$ cat src/hw/rtl/u2t_pkg.sv
// shared types, format codes and helpers for the number-to-text converter
package u2t_pkg;

    localparam int NumChars    = 8;
    localparam int DabbleSteps = 16;
    localparam int BcdDigits   = 5;
    localparam int BcdWidth    = 4 * BcdDigits;

    localparam logic [2:0] CmdHex8  = 3'd0;
    localparam logic [2:0] CmdHex16 = 3'd1;
    localparam logic [2:0] CmdHex32 = 3'd2;
    localparam logic [2:0] CmdDec8  = 3'd3;
    localparam logic [2:0] CmdDec16 = 3'd4;

    typedef struct packed {
        logic [2:0]  cmd;
        logic [31:0] value;
        logic [7:0]  buffer_size;
    } req_t;

    typedef struct packed {
        logic [7:0] char_0;
        logic [7:0] char_1;
        logic [7:0] char_2;
        logic [7:0] char_3;
        logic [7:0] char_4;
        logic [7:0] char_5;
        logic [7:0] char_6;
        logic [7:0] char_7;
        logic [3:0] length;
    } res_t;

    typedef struct packed {
        logic [2:0]            cmd;
        logic [31:0]           value;
        logic [3:0]            room;
        logic [BcdWidth-1:0]   bcd;
        logic [DabbleSteps-1:0] bits;
    } work_t;

    function automatic logic [7:0] digit_char(input logic [3:0] d);
        logic [7:0] c;
        if (d < 4'd10)
        begin
            c = 8'h30 + {4'd0, d};
        end
        else
        begin
            c = 8'h57 + {4'd0, d};
        end
        return c;
    endfunction

endpackage

$ cat src/hw/rtl/u2t_cell.sv
// one shift-and-add-3 step of the binary to bcd chain, with its own stage register
module u2t_cell (
    input  logic            clk,
    input  logic            rst_n,
    input  logic            in_valid,
    input  u2t_pkg::work_t  in_data,
    input  logic            hold_in,
    output logic            out_valid,
    output u2t_pkg::work_t  out_data,
    output logic            hold_out
);

    logic           valid_reg;
    logic           valid_next;
    u2t_pkg::work_t data_reg;
    u2t_pkg::work_t data_next;
    logic [u2t_pkg::BcdWidth-1:0] fixed;

    assign hold_out  = valid_reg & hold_in;
    assign out_valid = valid_reg;
    assign out_data  = data_reg;

    always_comb
    begin
        for (int n = 0; n < u2t_pkg::BcdDigits; n++)
        begin
            if (in_data.bcd[4*n +: 4] >= 4'd5)
            begin
                fixed[4*n +: 4] = in_data.bcd[4*n +: 4] + 4'd3;
            end
            else
            begin
                fixed[4*n +: 4] = in_data.bcd[4*n +: 4];
            end
        end
        data_next      = in_data;
        data_next.bcd  = {fixed[u2t_pkg::BcdWidth-2:0],
                          in_data.bits[u2t_pkg::DabbleSteps-1]};
        data_next.bits = {in_data.bits[u2t_pkg::DabbleSteps-2:0], 1'b0};
        valid_next     = hold_out ? valid_reg : in_valid;
    end

    always_ff @(posedge clk or negedge rst_n)
    begin
        if (!rst_n)
        begin
            valid_reg <= 1'b0;
        end
        else
        begin
            valid_reg <= valid_next;
        end
    end

    always_ff @(posedge clk)
    begin
        if (!hold_out && in_valid)
        begin
            data_reg <= data_next;
        end
    end

endmodule

$ cat src/hw/rtl/u2t_format.sv
// digit count, truncation to the buffer and ascii output register
module u2t_format (
    input  logic            clk,
    input  logic            rst_n,
    input  logic            in_valid,
    input  u2t_pkg::work_t  in_data,
    input  logic            stall,
    output logic            out_valid,
    output u2t_pkg::res_t   out_data,
    output logic            hold_out
);

    logic          valid_reg;
    logic          valid_next;
    u2t_pkg::res_t data_reg;
    u2t_pkg::res_t data_next;
    logic [31:0]   src;
    logic [3:0]    nibbles;
    logic          fmt_ok;
    logic [3:0]    wide;
    logic [3:0]    len;
    logic [2:0]    idx;
    logic [7:0]    chars [u2t_pkg::NumChars];

    assign hold_out  = valid_reg & stall;
    assign out_valid = valid_reg;
    assign out_data  = data_reg;

    always_comb
    begin
        fmt_ok  = 1'b1;
        src     = in_data.value;
        nibbles = 4'd8;
        unique case (in_data.cmd)
            u2t_pkg::CmdHex8:
            begin
                src     = {24'd0, in_data.value[7:0]};
                nibbles = 4'd2;
            end
            u2t_pkg::CmdHex16:
            begin
                src     = {16'd0, in_data.value[15:0]};
                nibbles = 4'd4;
            end
            u2t_pkg::CmdHex32:
            begin
                src     = in_data.value;
                nibbles = 4'd8;
            end
            u2t_pkg::CmdDec8:
            begin
                src     = {{(32-u2t_pkg::BcdWidth){1'b0}}, in_data.bcd};
                nibbles = 4'd4;
            end
            u2t_pkg::CmdDec16:
            begin
                src     = {{(32-u2t_pkg::BcdWidth){1'b0}}, in_data.bcd};
                nibbles = 4'd8;
            end
            default:
            begin
                fmt_ok  = 1'b0;
                src     = 32'd0;
                nibbles = 4'd0;
            end
        endcase

        // count of significant nibbles, at least one
        wide = 4'd1;
        for (int i = 1; i < u2t_pkg::NumChars; i++)
        begin
            if (4'(i) < nibbles && src[4*i +: 4] != 4'd0)
            begin
                wide = 4'(i + 1);
            end
        end

        len = (wide > in_data.room) ? in_data.room : wide;
        if (!fmt_ok)
        begin
            len = 4'd0;
        end

        for (int i = 0; i < u2t_pkg::NumChars; i++)
        begin
            idx = 3'(len - 4'(i) - 4'd1);
            if (4'(i) < len)
            begin
                chars[i] = u2t_pkg::digit_char(src[4*idx +: 4]);
            end
            else
            begin
                chars[i] = 8'd0;
            end
        end

        data_next.char_0 = chars[0];
        data_next.char_1 = chars[1];
        data_next.char_2 = chars[2];
        data_next.char_3 = chars[3];
        data_next.char_4 = chars[4];
        data_next.char_5 = chars[5];
        data_next.char_6 = chars[6];
        data_next.char_7 = chars[7];
        data_next.length = len;
        valid_next       = hold_out ? valid_reg : in_valid;
    end

    always_ff @(posedge clk or negedge rst_n)
    begin
        if (!rst_n)
        begin
            valid_reg <= 1'b0;
        end
        else
        begin
            valid_reg <= valid_next;
        end
    end

    always_ff @(posedge clk)
    begin
        if (!hold_out && in_valid)
        begin
            data_reg <= data_next;
        end
    end

endmodule

$ cat src/hw/rtl/uint_to_hex_or_decimal_text_top.sv
// top level of the unsigned number to hex or decimal ascii text converter
//
// a request carries a format code, a 32-bit value and a buffer size; the
// response carries eight ascii characters, most significant first, and a
// character count. both channels use valid and stall: an item moves on a
// rising edge with valid high and stall low.
// a request passes a chain of 16 shift-and-add-3 cells (one bcd step each,
// used by the decimal formats and simply carried along by the hex ones) and
// then the formatting stage, which is the response register. one request
// can be accepted every cycle while req_stall is low.
// each stage moves on whenever the stage after it is empty or moving, so
// empty slots in the chain are squeezed out while the receiver stalls;
// req_stall rises only once every stage holds an item.
// reset clears all stage valid bits; no response is pending afterwards.
module uint_to_hex_or_decimal_text_top (
    input  logic           clk,
    input  logic           rst_n,
    input  logic           req_valid,
    output logic           req_stall,
    input  u2t_pkg::req_t  req,
    output logic           res_valid,
    input  logic           res_stall,
    output u2t_pkg::res_t  res
);

    localparam int Steps = u2t_pkg::DabbleSteps;

    u2t_pkg::work_t stage_data [Steps+1];
    logic           stage_valid [Steps+1];
    logic           stage_hold [Steps+1];
    u2t_pkg::work_t entry;

    always_comb
    begin
        entry.cmd   = req.cmd;
        entry.value = req.value;
        entry.room  = (req.buffer_size >= 8'd8) ? 4'd8 : req.buffer_size[3:0];
        entry.bcd   = '0;
        // dec8 runs through eight leading zero steps first
        if (req.cmd == u2t_pkg::CmdDec8)
        begin
            entry.bits = {8'd0, req.value[7:0]};
        end
        else
        begin
            entry.bits = req.value[15:0];
        end
    end

    assign stage_data[0]  = entry;
    assign stage_valid[0] = req_valid;
    assign req_stall      = stage_hold[0];

    for (genvar k = 0; k < Steps; k++)
    begin : g_cell
        u2t_cell u_cell (
            .clk       (clk),
            .rst_n     (rst_n),
            .in_valid  (stage_valid[k]),
            .in_data   (stage_data[k]),
            .hold_in   (stage_hold[k+1]),
            .out_valid (stage_valid[k+1]),
            .out_data  (stage_data[k+1]),
            .hold_out  (stage_hold[k])
        );
    end

    u2t_format u_format (
        .clk       (clk),
        .rst_n     (rst_n),
        .in_valid  (stage_valid[Steps]),
        .in_data   (stage_data[Steps]),
        .stall     (res_stall),
        .out_valid (res_valid),
        .out_data  (res),
        .hold_out  (stage_hold[Steps])
    );

endmodule

$ cat config.mk
export PLATFORM = sky130hd
export DESIGN_NAME = uint_to_hex_or_decimal_text_top
export DESIGN_NICKNAME = d
export VERILOG_FILES = /design/src/hw/rtl/u2t_pkg.sv /design/src/hw/rtl/u2t_cell.sv /design/src/hw/rtl/u2t_format.sv /design/src/hw/rtl/uint_to_hex_or_decimal_text_top.sv
export SDC_FILE = /design/constraint.sdc
export NUM_CORES = 1
export LEC_CHECK = 0
export BUFFER_PORTS_ARGS = -buffer_cell sky130_fd_sc_hd__buf_2
export CAP_MARGIN = 20
export CELL_PAD_IN_SITES_DETAIL_PLACEMENT = 1
export CELL_PAD_IN_SITES_GLOBAL_PLACEMENT = 1
export CORE_ASPECT_RATIO = 0.7
export CORE_UTILIZATION = 59
export CTS_CLUSTER_SIZE = 30
export DETAILED_ROUTE_END_ITERATION = 12
export PLACE_DENSITY = 0.95
export SETUP_SLACK_MARGIN = 0.15
export SLEW_MARGIN = 10
export SYNTH_ARGS = -nofsm -noshare
export SYNTH_HDL_FRONTEND = slang
export SYNTH_HIERARCHICAL = 1
export SYNTH_SLANG_ARGS = --single-unit
$ cat constraint.sdc
create_clock -name clk -period 18.97 [get_ports clk]
set_input_delay 1.897 -clock clk [delete_from_list [all_inputs] [get_ports clk]]
set_output_delay 1.897 -clock clk [all_outputs]
set_load 0.005 [all_outputs]
==> results.sh <==
export IMPL_status="complete, no violations"
export IMPL_arrival_ns=9.48
export IMPL_remaining_drc_errors=0
export IMPL_syn_area_mm2=0.04624
export IMPL_report_final_slew_viol_count=0
export IMPL_cts_resized=0
export IMPL_dr_pass1_iters=5
export IMPL_grt_pass1_vias=28140
export IMPL_io_buffers=108
export IMPL_antenna_found_initial=1
export IMPL_cpMostUsedCell="ha_1"
export IMPL_instances_no_fill=4320
export IMPL_final_area_mm2=0.05171
export IMPL_placed_cells=4136
export IMPL_critical_path_class="register to register"
export IMPL_dieArea_mm2=0.07952
export IMPL_finalPower_mw=9.110
export IMPL_area_growth_pct=11.81
export IMPL_cts_tree="yes"
export IMPL_path_cells="inv_1 -> a32o_1 -> a221oi_1 -> nand4_1 -> o21ai_0 -> a21oi_1 -> ha_1 -> nor2b_1 -> o211a_1 -> o21ai_0 -> o2111ai_1 -> a21oi_1 -> buf_4 -> inv_1 -> ha_1 -> xnor2_1 -> xnor2_1 -> mux2i_1 -> mux2i_1 -> o21ai_1 -> ha_1 -> a221oi_1"
export IMPL_drt_total_wl_mm=125.5
export IMPL_cpMaxStageDelayCell="edfxtp_1"
export IMPL_r2r_start="g_cell[15].u_cell/out_data[74]$_DFFE_PP_"
export IMPL_tightestPinTransition_ns=1.133
export IMPL_start_kind="register"
export IMPL_root_buffer="clkbuf_16"
export IMPL_ant_nets=0
export IMPL_grt_max_degree=73
export IMPL_clkTransAtPathRegs_ns=0.07
export IMPL_worstPathRequired_ns=19.40
export IMPL_fp_dieW_um=336.6
export IMPL_grt_pass1_wl_mm=185.4
export IMPL_path_max_fanout=27
export IMPL_r2r_cells=22
export IMPL_start_util=0.5989
export IMPL_syn_inst=2933
export IMPL_fin_tns_setup_ns=0
export IMPL_clk_latency_ns=0.69
export IMPL_nets=3415
export IMPL_clock_path_buffers=3
export IMPL_avgViaCountPerCell=6.108
export IMPL_nFillCells=6782
export IMPL_place_area_mm2=0.04838
export IMPL_dp_hpwl_mm=68.28
export IMPL_critical_path_top_delay_family="compound AO/OA/AOI/OAI gates"
export IMPL_gr_total_overflow=0
export IMPL_cts_sinks=1141
export IMPL_period_needed_ns=9.059
export IMPL_p_leak_nw=19.61
export IMPL_final_core_util=0.6697
export IMPL_drive_gt1_frac=0.1398
export IMPL_reg2reg_slack_ns=9.91
export IMPL_yosysWarnings=6
export IMPL_finalCritPeriodShare=0.4775
export IMPL_min_from="g_cell[12].u_cell/out_data[49]$_DFFE_PP_"
export IMPL_final_common_cell="edfxtp_1"
export IMPL_post_cts_setup_buffer_count=0
export IMPL_final_hold_viol_count=0
export IMPL_p_per_area_mw_per_mm2=176.2
export IMPL_postSynthAreaPerCell_um2=15.77
export IMPL_skew_ns=0.06544
export IMPL_cap_violations=0
export IMPL_grt_setup_unrepaired="no"
export IMPL_end_kind="register"
export IMPL_clock_fmax_mhz=110.4
export IMPL_critPathBufInv=3
export IMPL_num_vias=26390
export IMPL_fp_row_count=85
export IMPL_pin_count=117
export IMPL_min_path_cells=0
export IMPL_place_congestion=0.8391
export IMPL_diodes=0
export IMPL_cts_buffers=99
export IMPL_worstHoldEndpoint="g_cell[13].u_cell/out_data[49]$_DFFE_PP_"
export IMPL_slew_headroom=0.2444
export IMPL_fp_coreArea_mm2=0.07721
export IMPL_grt_usage=0.3193
export IMPL_setup_violations=0
export IMPL_die_h_um=236.2
export IMPL_worstHoldPathType="register to register"
export IMPL_final_cell_mix="edfxtp_1, nand2_1, inv_1, ha_1, nand2b_1"
export IMPL_htreeDepth=3
export IMPL_dr_first_iter_drc_count=2563
export IMPL_wire_per_inst_um=29.06
export IMPL_ir_drop_mv=0.1119
export IMPL_rr_endpoint="u_format/out_data[53]$_SDFFCE_PP0P_"
export IMPL_critical_path_max_stage_delay_ns=0.93
export IMPL_cts_hold_fix_buffers=0
==> through the flow <==
stage                     hold WS [ns]  setup WS, ns
final                           0.4035         9.911
after global routing            0.4105         9.552
after CTS                       0.4102         10.20
after detailed placement        0.4052         10.59
after global placement          0.4002         11.19
after floorplan                 0.4003         10.81
==> final cells by class <==
class                      instances  area, um2  share of cell area
clock inverter                    58      715.7             0.01384
timing repair buffer             132      720.7             0.01394
tap                             1044       1306             0.02526
multi-input combinational       1631      11470              0.2218
sequential                      1141      34180              0.6610
clock buffer                     126       2609             0.05045
inverter                         188      708.2             0.01370
==> worst register-to-register path, cell delays in order, from the launching register on <==
cell and delay [ns]:
edfxtp_1 0.93, inv_1 0.46, a32o_1 0.35, a221oi_1 0.88, nand4_1 0.29, o21ai_0 0.34
a21oi_1 0.16, ha_1 0.34, nor2b_1 0.16, o211a_1 0.26, o21ai_0 0.71, o2111ai_1 0.26
a21oi_1 0.27, buf_4 0.27, inv_1 0.37, ha_1 0.45, xnor2_1 0.25, xnor2_1 0.62
mux2i_1 0.26, mux2i_1 0.10, o21ai_1 0.41, ha_1 0.33, a221oi_1 0.33
==> sequential cells by signal, summed over array words and instances (netlist names) <==
| name | cells |
|---|---|
| g_cell.u_cell/out_data | 1064 |
| g_cell.u_cell/out_valid | 16 |
| u_format/out_data | 60 |
| u_format/out_valid | 1 |
==> layer usage <==
layer	wire, um	track usage	vias to the layer above
li1	-	-	11150
met1	47090	0.3920	13520
met2	65230	0.5633	1355
met3	7482	0.04670	360
met4	5713	0.1373	2
met5	13	0	-
==> worst max-delay path by stage <==
stage	cells past startpoint	end	from
after floorplan	18	g_cell[0].u_cell/out_data[10]$_DFFE_PP_	res_stall
after detailed placement	19	req_stall	res_stall
after global routing	22	u_format/out_data[53]$_SDFFCE_PP0P_	g_cell[15].u_cell/out_data[74]$_DFFE_PP_
final	22	u_format/out_data[53]$_SDFFCE_PP0P_	g_cell[15].u_cell/out_data[74]$_DFFE_PP_
after CTS	19	req_stall	res_stall
after global placement	22	u_format/out_data[53]$_SDFFCE_PP0P_	g_cell[15].u_cell/out_data[74]$_DFFE_PP_
==> power breakdown <==
part           leakage (nW)  switching [mW]  internal, mW
combinational          6.74            1.99          1.15
sequential             11.2           0.350          3.45
clock                  1.62            1.00          1.17
total                  19.6            3.34          5.77
No activity file was read; power rests on OpenSTA's default activity.
